## src/rtl/core/ufem_pkg.sv

```systemverilog
// Shared types and constants of the union-find edge merger.
// No dependencies; every other file of the block but the assertion macro header imports this package.
`default_nettype none

package ufem_pkg;

  localparam int NODE_W   = 10;
  localparam int WEIGHT_W = 16;
  localparam int COUNT_W  = 10;
  localparam int SUM_W    = 26;

  localparam logic [COUNT_W-1:0] COUNT_MAX = '1;
  localparam logic [SUM_W-1:0]   SUM_MAX   = '1;

  typedef enum logic [2:0] {
    ST_CLEAR,
    ST_IDLE,
    ST_FIND,
    ST_COMP,
    ST_LINK,
    ST_DONE
  } ufem_state_t;

  typedef struct packed {
    logic rd_en;
    logic wr_en;
  } ufem_mem_ctl_t;

  typedef struct packed {
    logic finish;
    logic accepted;
  } ufem_evt_t;

endpackage

`default_nettype wire

```

## src/rtl/core/ufem_accum.sv

```systemverilog
// Joined-edge counter and saturating weight total.
// Depends on ufem_pkg for widths, limits and the event struct.
`default_nettype none

module ufem_accum import ufem_pkg::*; #(
  parameter int NODES = 1024
) (
  input  logic                clk,
  input  logic                rst_n,
  input  logic                take,
  input  logic [WEIGHT_W-1:0] weight,
  input  ufem_evt_t           evt,
  output logic                full,
  output logic [COUNT_W-1:0]  count_upd,
  output logic [SUM_W-1:0]    sum_upd
);

  localparam int CAP_I = (NODES < int'(COUNT_MAX)) ? NODES : int'(COUNT_MAX);
  localparam logic [COUNT_W-1:0] CAP = COUNT_W'(CAP_I);

  logic [COUNT_W-1:0]  count_r;
  logic [SUM_W-1:0]    sum_r;
  logic [WEIGHT_W-1:0] weight_r;
  logic [SUM_W:0]      sum_wide;
  logic                bump;

  assign full     = (count_r >= CAP);
  assign bump     = evt.finish && evt.accepted;
  assign sum_wide = {1'b0, sum_r} + {{(SUM_W + 1 - WEIGHT_W){1'b0}}, weight_r};

  always_comb begin
    count_upd = count_r;
    sum_upd   = sum_r;
    if (bump) begin
      count_upd = count_r + 1'b1;
      sum_upd   = sum_wide[SUM_W] ? SUM_MAX : sum_wide[SUM_W-1:0];
    end
  end

  always_ff @(posedge clk) begin
    if (!rst_n) begin
      count_r <= '0;
      sum_r   <= '0;
    end else begin
      count_r <= count_upd;
      sum_r   <= sum_upd;
    end
  end

  always_ff @(posedge clk) begin
    if (take) begin
      weight_r <= weight;
    end
  end

endmodule

`default_nettype wire

```

## config.mk

```make
export PLATFORM = sky130hd
export DESIGN_NAME = ufem_accum
export DESIGN_NICKNAME = d
export VERILOG_FILES = /design/src/rtl/core/ufem_pkg.sv /design/src/rtl/core/ufem_accum.sv
export SDC_FILE = /design/constraint.sdc
export NUM_CORES = 1
export LEC_CHECK = 0
export BUFFER_PORTS_ARGS = -buffer_cell sky130_fd_sc_hd__buf_4
export CAP_MARGIN = 15
export CORE_MARGIN = 5
export CORE_UTILIZATION = 40
export DETAILED_ROUTE_END_ITERATION = 16
export PLACE_DENSITY_LB_ADDON = 0.15
export SLEW_MARGIN = 0
export SYNTH_ARGS = -nofsm -noshare
export SYNTH_HDL_FRONTEND = slang
export SYNTH_SLANG_ARGS = --single-unit
```

## constraint.sdc

```tcl
create_clock -name clk -period 3.34 [get_ports clk]
set_input_delay 0.668 -clock clk [delete_from_list [all_inputs] [get_ports clk]]
set_output_delay 0.668 -clock clk [all_outputs]
set_load 0.01 [all_outputs]
```

# --- Yosys cells after proc, flatten, opt, wreduce, memory -nomap -nowiden ---
# Cells that the tools add are included.
classes:
  add_sub_neg: 2
  magnitude_cmp: 1
  mux: 3
  n_reduce_logical: 1
ops:
  columns: ["cell", "count"]
  rows:
  - ["26-bit two-way mux", 2]
  - ["26-bit by 16-bit adder with 27-bit output", 1]
  - ["10-bit by 1-bit adder with 10-bit output, second input constant", 1]
  - ["10-bit >= comparator, second input constant", 1]
  - ["10-bit two-way mux", 1]
  - ["1-bit logical AND", 1]
totals:
  register_bits: 52
  inputBits: 21
  output_inout_bits: 37

# --- Longest topological paths before layout ---
logic_depth:
  word_depth: 3
  ltp_mapped: 10
  ltp_nobuf: 9

# --- Least setup slack after synthesis ---
# No wires, ideal clock.
synth_path:
  path_type: "flip-flop to output port"
  startpoint: "reg weight_r[0]"
  endpoint: "out sum_upd[23]"
  arrival_ns: 2.407
  required_ns: 2.672
  path_slack_ns: 0.265
  stages_incl_launch_ff: 11
  n_path_buf: 1
  path_cell_list: "edfxtp_1 > ha_1 > fa_1 > a21o_1 > a221oi_4 > o21ai_1 > a21oi_4 > or3_1 > buf_4 > nand2_1 > o31a_1"
synth_between:
  elab_chain_len: 3
synth_lines:
  columns: ["item", "line_no", "rtl"]
  rows:
  - ["start: declaration", "ufem_accum.sv:23", "logic [WEIGHT_W-1:0] weight_r;"]
  - ["start signal: assignment", "ufem_accum.sv:52", "weight_r <= weight;"]
  - ["26-bit by 16-bit adder with 27-bit output", "ufem_accum.sv:29", "assign sum_wide = {1'b0, sum_r} + {{(SUM_W + 1 - WEIGHT_W){1'b0}}, weight_r};"]
  - ["26-bit two-way mux", "ufem_accum.sv:36", "sum_upd = sum_wide[SUM_W] ? SUM_MAX : sum_wide[SUM_W-1:0];"]
  - ["26-bit two-way mux", "ufem_accum.sv:34", "if (bump) begin"]
  - ["end: declaration", "ufem_accum.sv:15", "output logic [SUM_W-1:0] sum_upd"]
# No other way between the ends.

# --- Worst setup path after layout ---
layout_path:
  startpoint: "reg weight_r[0]"
  endpoint: "out sum_upd[15]"
# Same word-level chain as after synthesis.

==> impl_metrics.toml <==
[floorplanning]
io_pins = 58
dieArea_um2 = 9131
rows = 31
core_um2 = 7176
chipHeight_um = 95.56
initial_core_util = 0.4080
die_x_um = 95.56

[cells_and_area]
nFillCells = 644
diodes = 0
multi_input_area_um2 = 1897
nNetsFinal = 430
area_growth_syn_to_layout_pct = 35.77
layout_common_cells = "buf_4 (62), dfxtp_1 (36), nand2_1 (29)"
layout-drive-gt1-share = 0.3316
seq_area_um2 = 1201
final_common_cell = "buf_4"
final_cells = 491

[detailed_routing]
route.met2.wl_mm = 3.299
drt-vias-per-instance = 5.238
drc = 0
wl_per_cell_um = 14.49
m1WireLength_mm = 3.380
first_pass_iters = 4
antenna_left = 0
via_count = 2572
top_layer = "met4"
wl_met3_um = 365
wirelength_mm = 7.115
drt_iter0_drc = 84

[logic_synthesis]
synth_cell_types = 56
yosys_most_used_dff = "dfxtp_1"
synth_area_leaders = "dfxtp_1 (25%), edfxtp_1 (16%), ha_1 (7.3%)"
synth-seq-cells = 52
yosysTopAreaCell = "dfxtp_1"
synth_area_um2 = 2928
seq_area_frac_synth = 0.4103
ys_warn_count = 0
syn_nets = 355
synth_top_area_frac = 0.2462
syn_area_per_cell_um2 = 9.265
synth-async-reset-ratio = 0
synthCells = 316
synth_edf_count = 16

[clock_tree]
h-tree-depth = 2
clock_sinks = 52
holdBufCountCts = 0
cts_tree = "yes"
clock_latency_ps = 300
ctsLongestPathBuffers = 2
numCtsBuffers = 5
path_clk_slew_ps = 90
cts_root_buf = "clkbuf_8"

[grt]
gr-total-overflow = 0
grt_use_total = 0.1559
grt_pass1_vias = 2466
grt_pass1_wl_mm = 11.39
antenna_found_initial = 0
grt_max_degree = 21

[placement]
gp_congestion = 0.8027
dp_slack_ps = 90.66
hpwl_mm = 5.021
placed_cells = 474
io_buffers = 57

[worst_setup_path]
crit_arrival_ps = 2670
end_kind = "output pin"
critical_path_peak_fanout = 6
crit_type = "flop to output pin"
start_kind = "flop"
rr_worst_depth = 10
critPathRequiredTime_ps = 2670

[power_and_ir_drop]
powerDensity_nw_per_um2 = 381.5
leakagePower_nw = 1.664
total_power_w = 0.001516
ir_worst_vdd_v = 0.0002136

[run_status]
status = "completed"

[sta]
finalSetupTns_ps = 0
setup_viol = 0
fin_crit_ps = 3335
hold_viol = 0
finClkSkew_ps = 11.79
finalWorstSetupSlack_ps = 5.385
slew-limit-headroom = 0.5832
fmax_mhz = 299.9
rsz0062_at_grt = "yes"
fin_crit_sh = 0.9984
tightest_slew_ps = 621.3
drv_slew = 0

[worst_hold_path]
min_path_cells = 2
hp-class = "flop to flop"

[flow_run]
maxCapViolations = 0
-- registers in the layout, indices dropped and copies added (netlist names) --
register,flops
weight_r,16
sum_r,26
count_r,10
-- worst max-delay path: stages, from the launching register on --
cell	delay [ps]
edfxtp_1	380
ha_2	190
fa_2	340
a21o_1	200
a221oi_4	260
o21ai_2	110
a21oi_4	200
o31ai_4	120
o32a_1	420
buf_4	160
-- per-stage QoR --
step	utilization	instance area, µm²	hold slack [ps]
4_1_cts	0.5184	3720	520.1
3_3_place_gp	0.4891	3510	487.3
2_1_floorplan	-	2928	475.6
5_1_grt	0.5540	3975	509.7
3_5_place_dp	0.4891	3510	504.6
6_report	0.5540	3975	522.7
-- kinds of logic after synthesis --
family | share of synthesized area
compound gates | 0.1855
mux | 0.01068
buf+inv | 0.02564
fa+ha+maj | 0.07949
simple gates | 0.2227
flops | 0.4103
xor+xnor | 0.06581
-- worst paths after layout --
| check | from | slack [ps] | to |
|---|---|---|---|
| max | weight_r[0] | 5 | sum_upd[15] |
| max reg2reg | weight_r[0] | 840 | sum_r[18] |
| min reg2reg | count_r[1] | 520 | count_r[1] |
| min | count_r[1] | 520 | count_r[1] |
-- what timing repair did --
| action | in CTS | in global routing |
|---|---|---|
| setup endpoints to repair | 26 | 25 |
| cloned | 0 | 0 |
| pin swaps | 5 | 26 |
| buffers inserted | 5 | 4 |
| gates resized for setup | 20 | 44 |
-- synth_stat cells (3+ instances only) --
master and n:
and4_1 4, o21a_1 4, nor3_1 12, buf_2 3, nand4_1 5, nand2b_1 3
o211ai_1 4, edfxtp_1 16, a21o_1 5, nand3_1 8, o22a_1 3, o21bai_1 3
xnor2_1 16, nand2_1 32, o21ai_0 6, nor2_1 30, inv_1 3, a21oi_1 26
and3_1 8, or3_1 5, dfxtp_1 36, ha_1 17, clkbuf_1 3, and2_1 19
xor2_1 6, a31oi_1 3
-- per-layer routing --
| metal | vias up | track usage |
|---|---|---|
| met2 | 51 | 0.2501 |
| met3 | 9 | 0.03473 |
| li1 | 1303 | - |
| met4 | 0 | 0.03673 |
| met5 | - | 0 |
| met1 | 1209 | 0.2129 |
-- final cells by class --
class | instances | share of cell area
repair buffers | 78 | 0.1624
inverters | 4 | 0.003777
clock buffers | 7 | 0.02172
clock inverters | 1 | 0.001574
well taps | 99 | 0.03116
multi-input cells | 250 | 0.4772
flip-flops and latches | 52 | 0.3022
-- power by group --
group,total [W],leakage (nW),switching [W],internal (W)
logic,0.000435,1.17,0.000220,0.000214
registers,0.000710,0.450,0.0000242,0.000686
clock network,0.000372,0.0488,0.000202,0.000169
total,0.00152,1.66,0.000447,0.00107
Note: power is estimated with default switching activity, not from simulation.
