<file path="config.mk">
export PLATFORM = sky130hd
export DESIGN_NAME = ufem_walker
export DESIGN_NICKNAME = d
export VERILOG_FILES = /design/src/rtl/core/ufem_pkg.sv /design/src/rtl/core/ufem_walker.sv
export SDC_FILE = /design/constraint.sdc
export NUM_CORES = 1
export LEC_CHECK = 0
export ABC_AREA = 1
export BUFFER_PORTS_ARGS = -buffer_cell sky130_fd_sc_hd__buf_2
export CAP_MARGIN = 20
export CORE_MARGIN = 5
export CORE_UTILIZATION = 35
export DETAILED_ROUTE_END_ITERATION = 6
export GPL_ROUTABILITY_DRIVEN = 0
export GPL_TIMING_DRIVEN = 0
export SLEW_MARGIN = 20
export SYNTH_ARGS = -nofsm -noshare
export SYNTH_HDL_FRONTEND = slang
export SYNTH_SLANG_ARGS = --single-unit
</file>
<file path="constraint.sdc">
create_clock -name clk -period 2.25 [get_ports clk]
set_input_delay 0.3375 -clock clk [delete_from_list [all_inputs] [get_ports clk]]
set_output_delay 0.3375 -clock clk [all_outputs]
set_load 0.02 [all_outputs]
</file>
<file path="src/rtl/core/ufem_pkg.sv">
// Shared types and constants of the union-find edge merger.
// No dependencies; every other file of the block but the assertion macro header imports this package.
`default_nettype none

package ufem_pkg;

  localparam int NODE_W   = 10;
  localparam int WEIGHT_W = 16;
  localparam int COUNT_W  = 10;
  localparam int SUM_W    = 26;

  localparam logic [COUNT_W-1:0] COUNT_MAX = '1;
  localparam logic [SUM_W-1:0]   SUM_MAX   = '1;

  typedef enum logic [2:0] {
    ST_CLEAR,
    ST_IDLE,
    ST_FIND,
    ST_COMP,
    ST_LINK,
    ST_DONE
  } ufem_state_t;

  typedef struct packed {
    logic rd_en;
    logic wr_en;
  } ufem_mem_ctl_t;

  typedef struct packed {
    logic finish;
    logic accepted;
  } ufem_evt_t;

endpackage

`default_nettype wire

</file>
<file path="src/rtl/core/ufem_walker.sv">
// Sequencer that walks and compresses parent chains and links roots.
// Depends on ufem_pkg; drives the ports of ufem_table.
`default_nettype none

module ufem_walker import ufem_pkg::*; #(
  parameter int NODES = 1024,
  parameter int AW    = 10
) (
  input  logic              clk,
  input  logic              rst_n,
  input  logic              start_valid,
  output logic              start_ready,
  input  logic [NODE_W-1:0] node_a,
  input  logic [NODE_W-1:0] node_b,
  input  logic              full,
  input  logic              slot_free,
  output ufem_mem_ctl_t     mem_ctl,
  output logic [AW-1:0]     rd_addr,
  output logic [AW-1:0]     wr_addr,
  output logic [AW-1:0]     wr_data,
  input  logic [AW-1:0]     rd_data,
  output ufem_evt_t         evt
);

  localparam logic [16:0]   NODES_L = 17'(NODES);
  localparam logic [AW-1:0] LAST    = AW'(NODES - 1);

  ufem_state_t   state_r, state_nxt;
  logic [AW-1:0] clr_r, clr_nxt;
  logic [AW-1:0] cur_r, cur_nxt;
  logic [AW-1:0] root_r, root_nxt;
  logic [AW-1:0] root_hi_r, root_hi_nxt;
  logic [AW-1:0] hi_r, hi_nxt;
  logic [AW-1:0] lo_r, lo_nxt;
  logic          phase_r, phase_nxt;
  logic          acc_r, acc_nxt;

  logic          take;
  logic          in_range;
  logic          walk_go;
  logic [AW-1:0] hi_in, lo_in;
  logic [AW-1:0] start_sel;
  logic          at_root;
  logic          at_top;

  assign start_ready = (state_r == ST_IDLE);
  assign take        = start_valid && start_ready;
  assign in_range    = ({7'b0, node_a} < NODES_L) && ({7'b0, node_b} < NODES_L);
  assign walk_go     = in_range && !full;
  assign hi_in       = (node_a > node_b) ? AW'(node_a) : AW'(node_b);
  assign lo_in       = (node_a > node_b) ? AW'(node_b) : AW'(node_a);
  assign start_sel   = phase_r ? lo_r : hi_r;
  // the shared compare: parent read back against the node it came from
  assign at_root     = (rd_data == cur_r);
  assign at_top      = (cur_r == root_r);

  // next state
  always_comb begin
    state_nxt = state_r;
    unique case (state_r)
      ST_CLEAR: if (clr_r == LAST) state_nxt = ST_IDLE;
      ST_IDLE:  if (take) state_nxt = walk_go ? ST_FIND : ST_DONE;
      ST_FIND:  if (at_root) state_nxt = ST_COMP;
      ST_COMP:  if (at_top) state_nxt = phase_r ? ST_LINK : ST_FIND;
      ST_LINK:  state_nxt = ST_DONE;
      ST_DONE:  if (slot_free) state_nxt = ST_IDLE;
      default:  state_nxt = ST_CLEAR;
    endcase
  end

  // table port, datapath and events
  always_comb begin
    mem_ctl      = '0;
    rd_addr      = cur_r;
    wr_addr      = cur_r;
    wr_data      = root_r;
    evt          = '0;
    clr_nxt      = clr_r;
    cur_nxt      = cur_r;
    root_nxt     = root_r;
    root_hi_nxt  = root_hi_r;
    hi_nxt       = hi_r;
    lo_nxt       = lo_r;
    phase_nxt    = phase_r;
    acc_nxt      = acc_r;
    unique case (state_r)
      ST_CLEAR: begin
        mem_ctl.wr_en = 1'b1;
        wr_addr       = clr_r;
        wr_data       = clr_r;
        clr_nxt       = clr_r + 1'b1;
      end
      ST_IDLE: begin
        if (take) begin
          acc_nxt   = 1'b0;
          hi_nxt    = hi_in;
          lo_nxt    = lo_in;
          phase_nxt = 1'b0;
          cur_nxt   = hi_in;
          if (walk_go) begin
            mem_ctl.rd_en = 1'b1;
            rd_addr       = hi_in;
          end
        end
      end
      ST_FIND: begin
        mem_ctl.rd_en = 1'b1;
        if (at_root) begin
          root_nxt = cur_r;
          cur_nxt  = start_sel;
          rd_addr  = start_sel;
        end else begin
          cur_nxt  = rd_data;
          rd_addr  = rd_data;
        end
      end
      ST_COMP: begin
        if (at_top) begin
          if (!phase_r) begin
            root_hi_nxt   = root_r;
            phase_nxt     = 1'b1;
            cur_nxt       = lo_r;
            mem_ctl.rd_en = 1'b1;
            rd_addr       = lo_r;
          end
        end else begin
          // point this node straight at its root, then follow its old parent
          mem_ctl.wr_en = 1'b1;
          mem_ctl.rd_en = 1'b1;
          wr_addr       = cur_r;
          wr_data       = root_r;
          rd_addr       = rd_data;
          cur_nxt       = rd_data;
        end
      end
      ST_LINK: begin
        if (root_hi_r != root_r) begin
          mem_ctl.wr_en = 1'b1;
          wr_addr       = (root_hi_r > root_r) ? root_hi_r : root_r;
          wr_data       = (root_hi_r > root_r) ? root_r : root_hi_r;
          acc_nxt       = 1'b1;
        end
      end
      ST_DONE: begin
        evt.finish   = slot_free;
        evt.accepted = acc_r;
      end
      default: begin
        clr_nxt = clr_r;
      end
    endcase
  end

  always_ff @(posedge clk) begin
    if (!rst_n) begin
      state_r <= ST_CLEAR;
      clr_r   <= '0;
    end else begin
      state_r <= state_nxt;
      clr_r   <= clr_nxt;
    end
  end

  always_ff @(posedge clk) begin
    cur_r     <= cur_nxt;
    root_r    <= root_nxt;
    root_hi_r <= root_hi_nxt;
    hi_r      <= hi_nxt;
    lo_r      <= lo_nxt;
    phase_r   <= phase_nxt;
    acc_r     <= acc_nxt;
  end

endmodule

`default_nettype wire

</file>
* After elaboration in Yosys (flattened, before gate mapping)
Cells that the tools add are included.
** Storage, ports and cells
- Bits in registers :: 65
- Bits in latches :: 0
- Memory bits (writable) :: 0
- Bits in read-only memories :: 0
- Input port bits :: 35
- Output and inout port bits :: 35
- Logic and storage cells :: 79
- Memories :: 0
** Operators by class
- $add $sub $neg :: 1
- $mul :: 0
- Divide/modulo/power cells :: 0
- Magnitude comparators :: 2
- Equality and inequality tests :: 15
- Shifts and indexed selects :: 0
- Multiplexer cells :: 39
- Bitwise gates (word level) :: 1
- Reductions and logical operators :: 12
** Operators with widths (count)
- 10-bit 2-to-1 mux :: 13
- 10-bit case mux with 3 select lines :: 2
- 10-bit case mux with 2 select lines :: 2
- 3-bit 2-to-1 mux :: 7
- 10-bit equality test :: 2
- 10-bit > comparator :: 2
- 3-bit case mux with 6 select lines :: 1
- 10-bit by 1-bit adder with 10-bit output (second input constant) :: 1
- 10-bit equality test (second input constant) :: 1
- 10-bit != test :: 1
- 2-bit != test (second input constant) :: 5
- 1-bit 2-to-1 mux :: 9
- 3-bit AND reduction :: 3
- 3-bit by 2-bit equality test with 1-bit output (second input constant) :: 2
- 3-bit equality test (second input constant) :: 2
- 1-bit case mux with 3 select lines :: 2
- 2-bit AND reduction :: 3
- 5-bit AND reduction :: 1
- 1-bit case mux with 2 select lines :: 2
- 2-bit nonzero test :: 2
- 3-bit by 1-bit equality test with 1-bit output (second input constant) :: 1
- 3-bit zero test :: 1
- 3-bit nonzero test :: 1
- 2-bit 2-to-1 mux :: 1
- other kinds (3) :: 3

* Longest topological paths before layout
- Depth after elaboration :: 5
- Depth in mapped cells :: 14
- Mapped depth without buffers :: 13

* Worst setup path before layout
OpenSTA, ideal clock, no wires.
- Path kind :: register to output
- From :: register root_r[9]
- To :: output wr_addr[0]
- Arrival :: 1.762 ns
- Data required time :: 1.913 ns
- Path slack :: 0.150 ns
- Stages on the path, launching flop included :: 13
- Path buffers :: 1
- Cells stage by stage :: edfxtp_1 > inv_1 > ha_1 > nand2_1 > inv_1 > nor3_1 > nand3_1 > nor2_1 > buf_2 > nand2_1 > nand3_1 > nand2_1 > nand2_1
** On the way
- Longest elaborated chain between the ends :: 4
- Elaborated cells on any way between the ends :: 5
- Classes of those cells :: order compare: 1; eq/ne: 1; mux: 3
** Ends and longest elaborated chain
- start: declaration :: RTL line ufem_walker.sv:31 : logic [AW-1:0] root_r, root_nxt;
- start signal: assignment :: RTL line ufem_walker.sv:166 : root_r <= root_nxt;
- 10-bit > comparator :: RTL line ufem_walker.sv:139 : wr_addr = (root_hi_r > root_r) ? root_hi_r : root_r;
- 10-bit 2-to-1 mux :: RTL line ufem_walker.sv:139
- 10-bit 2-to-1 mux * :: RTL line ufem_walker.sv:137 : if (root_hi_r != root_r) begin
- 10-bit case mux with 2 select lines * :: RTL line ufem_walker.sv:86 : unique case (state_r)
- end: declaration :: RTL line ufem_walker.sv:19 : output logic [AW-1:0] wr_addr,
Mark *: on every way between the ends. The rest lies on a longest branch, timed or not.

* Final worst setup path
- From :: register root_r[1]
- To :: output wr_addr[5]
The elaborated chain is that of the path after synthesis.

==> out/results.tsv <==
stage	metric	value	unit
floorplan	Cell Rows	43	
floorplan	Die W	130	um
route	mean routed wirelength per cell	15.6	um
status	failing checks	negative setup slack	
global_routing	first-pass GRT wire length	25.6	mm
status	outcome	finished, violations left	
route	Vias	5454	
floorplan	IO Pins	70	
final_layout	Layout Nets	949	
timing	Post-Route Skew	0.00702	ns
logic_synthesis	largest area contributor in the netlist	edfxtp_1	
logic_synthesis	Netlist cell types	27	
hold_path	worst hold path depth	3	
critical_path	Cell Chain, Critical Path	inv_2 -> ha_4 -> inv_1 -> nor2_1 -> o211ai_1 -> buf_4 -> nand3_4 -> nor2_4 -> buf_6 -> nand2_1 -> nand3_1 -> nand2_1 -> nand2_1 -> buf_6	
critical_path	Startpoint Class	flop	
final_layout	ant diodes	0	
critical_path	Setup crit end kind	output pin	
critical_path	R2R Setup Slk	0.11	ns
power	P per Cell Area	948	nW/um2
power	VDD IR max	0.000397	V
critical_path	slowest cell delay on critical path	0.41	ns
critical_path	crit path from	root_r[1]	
floorplan	area of the core	13900	um2
logic_synthesis	Yosys reg bits	65	
power	leakage power	0.00345	uW
clock_tree	H-tree depth	3	
route	Initial DRC Count	505	
hold_path	HP Class	in -> reg	
timing	Slew @ Worst Pin	0.665	ns
timing	Setup TNS	-10.80	ns
timing	final critical path time including I/O delays and setup	2.70	ns
logic_synthesis	Synth Cell Area	5000	um2
logic_synthesis	Mean Syn Cell Area	6.65	um2
power	Design Power	6710	uW
placement	HPWL after DPL	11.7	mm
final_layout	layout cells sized above 1	0.324	
clock_tree	clock sinks	65	
critical_path	data required time of the worst path	1.91	ns
critical_path	Crit Reg-Reg Startpoint	cur_r[1]	
flow_run	max cap viols	0	
timing	Fin. Hold Viols	0	
global_routing	grt ovf	0	
floorplan	die height	130	um
timing	period utilization	1.20	
logic_synthesis	Cells after Synth	752	
timing	Max Fclk	371	MHz
logic_synthesis	Synth top area share	0.312	
global_routing	largest net degree at the start of global routing	13	
global_routing	initial antenna violation count	2	
clock_tree	clk buf depth	2	
timing	worst setup margin	-0.445	ns
clock_tree	CTS Root Cell	clkbuf_16	
route	post-route DRC violation count	0	
clock_tree	CTS Hold Bufs	0	
clock_tree	clock latency on the worst-skew pair	0.35	ns
floorplan	Die ar.	16800	um2
route	DR pass1 iterations	5	
placement	placed cell area	5590	um2
logic_synthesis	Ys Warns	0	
route	Post-Route WL	16.9	mm
timing	Hold WS	0.279	ns
final_layout	Final Util	0.508	
critical_path	Crit Path Max Fanout	5	
critical_path	CP Capture Point	wr_addr[5]	
logic_synthesis	register area share after synthesis	0.364	
timing	relative slew slack	0.557	
logic_synthesis	post-synthesis net count	808	
placement	PortBufs	69	
final_layout	Design Area, Final	7080	um2
clock_tree	Worst-path clk slew	0.06	ns
hold_path	min-delay src	rst_n	
critical_path	reg2reg path depth	10	
final_layout	Area Growth Syn to Fin	41.5	%
global_routing	total track usage	0.195	
clock_tree	cts bufs inserted	9	
route	DR vias/cell	5.06	
timing	setup violators final	32	
critical_path	crit path DAT	2.36	ns
timing	Final Max Slew Viols	0	
logic_synthesis	largest cells by area after synthesis	edfxtp_1, nand2_1, nand3_1	
clock_tree	CTS tree	yes	
critical_path	Setup CP Type	reg -> out	
floorplan	initial core utilization	0.359	
timing	RSZ-0062 raised after global routing	true	
critical_path	slowest stage cell on the critical path	edfxtp_1	
global_routing	vias in the first global route	4950	
route	DRT antenna net count	0	
critical_path	cell mode on critical path	nand2_1	
critical_path	worst r2r dst	root_hi_r[2]	
sequential cells by signal (all words and copies together) (netlist names):
signal	cells
clr_r	10
state_r	3
root_hi_r	10
acc_r	1
root_r	10
cur_r	10
lo_r	10
phase_r	1
hi_r	10
worst max-delay path, delay by kind of cell (launching register included):
family	cells	cell delay, ns
AOI/OAI and AO/OA	1	0.19
adders and majority gates	1	0.21
buffers and inverters	5	0.61
DFF	1	0.41
and+or+nand+nor	7	0.57
worst min-delay path by stage:
stage	to	slack (ns)
3_5_place_dp	clr_r[9]	0.47
5_1_grt	clr_r[8]	0.29
3_3_place_gp	clr_r[9]	0.47
6_report	clr_r[8]	0.28
4_1_cts	clr_r[8]	0.26
2_1_floorplan	clr_r[9]	0.44
cells in the mapped netlist (all sizes together):
cell type	count
a211oi	1
a21o	1
a21oi	22
a31oi	2
buf	14
clkbuf	15
clkinv	3
dfxtp	13
edfxtp	52
ha	21
inv	106
nand2	282
nand3	81
nand4	38
nor2	45
nor3	4
o211ai	1
o21ai	43
o21bai	1
xnor2	6
xor2	1
area by class of cell:
class                      count  area [um2]
fill                        1369        6860
multi-input combinational    551        3150
sequential                    65        1820
timing repair buffer         128         986
inverter                     109         414
clock buffer                  10         229
tap                          180         225
buffer                        29         180
clock inverter                 6        67.6
power breakdown:
part / internal, uW / leakage (uW) / switching [uW]
Sequential: 1550 / 0.000582 / 168
Combinational: 1420 / 0.00272 / 2150
Clock: 861 / 0.000139 / 572
placed cells by master (no fill, tap or decap), types with 2 or more instances in the layout:
| cell | Yosys | layout |
|---|---|---|
| buf_2 | 14 | 44 |
| o21ai_0 | 43 | 43 |
| clkinvlp_4 | 0 | 3 |
| nand2_1 | 276 | 234 |
| clkbuf_16 | 0 | 9 |
| buf_4 | 0 | 62 |
| nand2_8 | 0 | 2 |
| ha_4 | 0 | 5 |
| nor3_1 | 4 | 2 |
| inv_1 | 96 | 89 |
| nand3_2 | 2 | 29 |
| edfxtp_1 | 52 | 52 |
| nand2_4 | 2 | 14 |
| a31oi_1 | 2 | 2 |
| dfxtp_1 | 13 | 11 |
| nand4_1 | 38 | 38 |
| nor2_4 | 2 | 6 |
| nand3_4 | 0 | 2 |
| clkbuf_2 | 0 | 3 |
| nor2_1 | 38 | 27 |
| a21oi_1 | 22 | 20 |
| xnor2_1 | 6 | 6 |
| nand2_2 | 4 | 33 |
| inv_2 | 10 | 17 |
| ha_1 | 21 | 16 |
| buf_6 | 0 | 36 |
| nor2_2 | 5 | 13 |
| nand3_1 | 79 | 50 |
| clkinv_2 | 0 | 2 |
| dfxtp_2 | 0 | 2 |
| clkbuf_1 | 15 | 11 |
per-layer routing:
metal  wire length [um]  up-vias  GRT usage
met3               1020       34     0.0387
met2               7830      198      0.306
met1               7530     2486      0.262
met4                464        4     0.0880
li1                   -     2732          -
met5                 25        -          0
metrics by stage:
stage,worst slack [ns],instances
2_1_floorplan,0.150,752
3_3_place_gp,-0.642,1001
3_5_place_dp,-0.509,1002
4_1_cts,-0.392,1054
5_1_grt,-0.559,1078
6_report,-0.445,1078
cell families (layout without fill, tap and decap cells):
group | count (synthesis) | in the layout | share of synthesized area
compound gates | 71 | 71 | 0.0735
fa+ha+maj | 21 | 21 | 0.0525
flops | 65 | 65 | 0.364
simple gates | 450 | 452 | 0.390
xor+xnor | 7 | 7 | 0.0123
buf+inv | 138 | 282 | 0.107
timing repair:
action,4_1_cts,5_1_grt
gates resized for setup,125,91
pin swaps,30,35
buffers inserted,32,23
cloned,4,1
endpoints found under the setup margin,52,43
No activity file was read; power rests on OpenSTA's default activity.
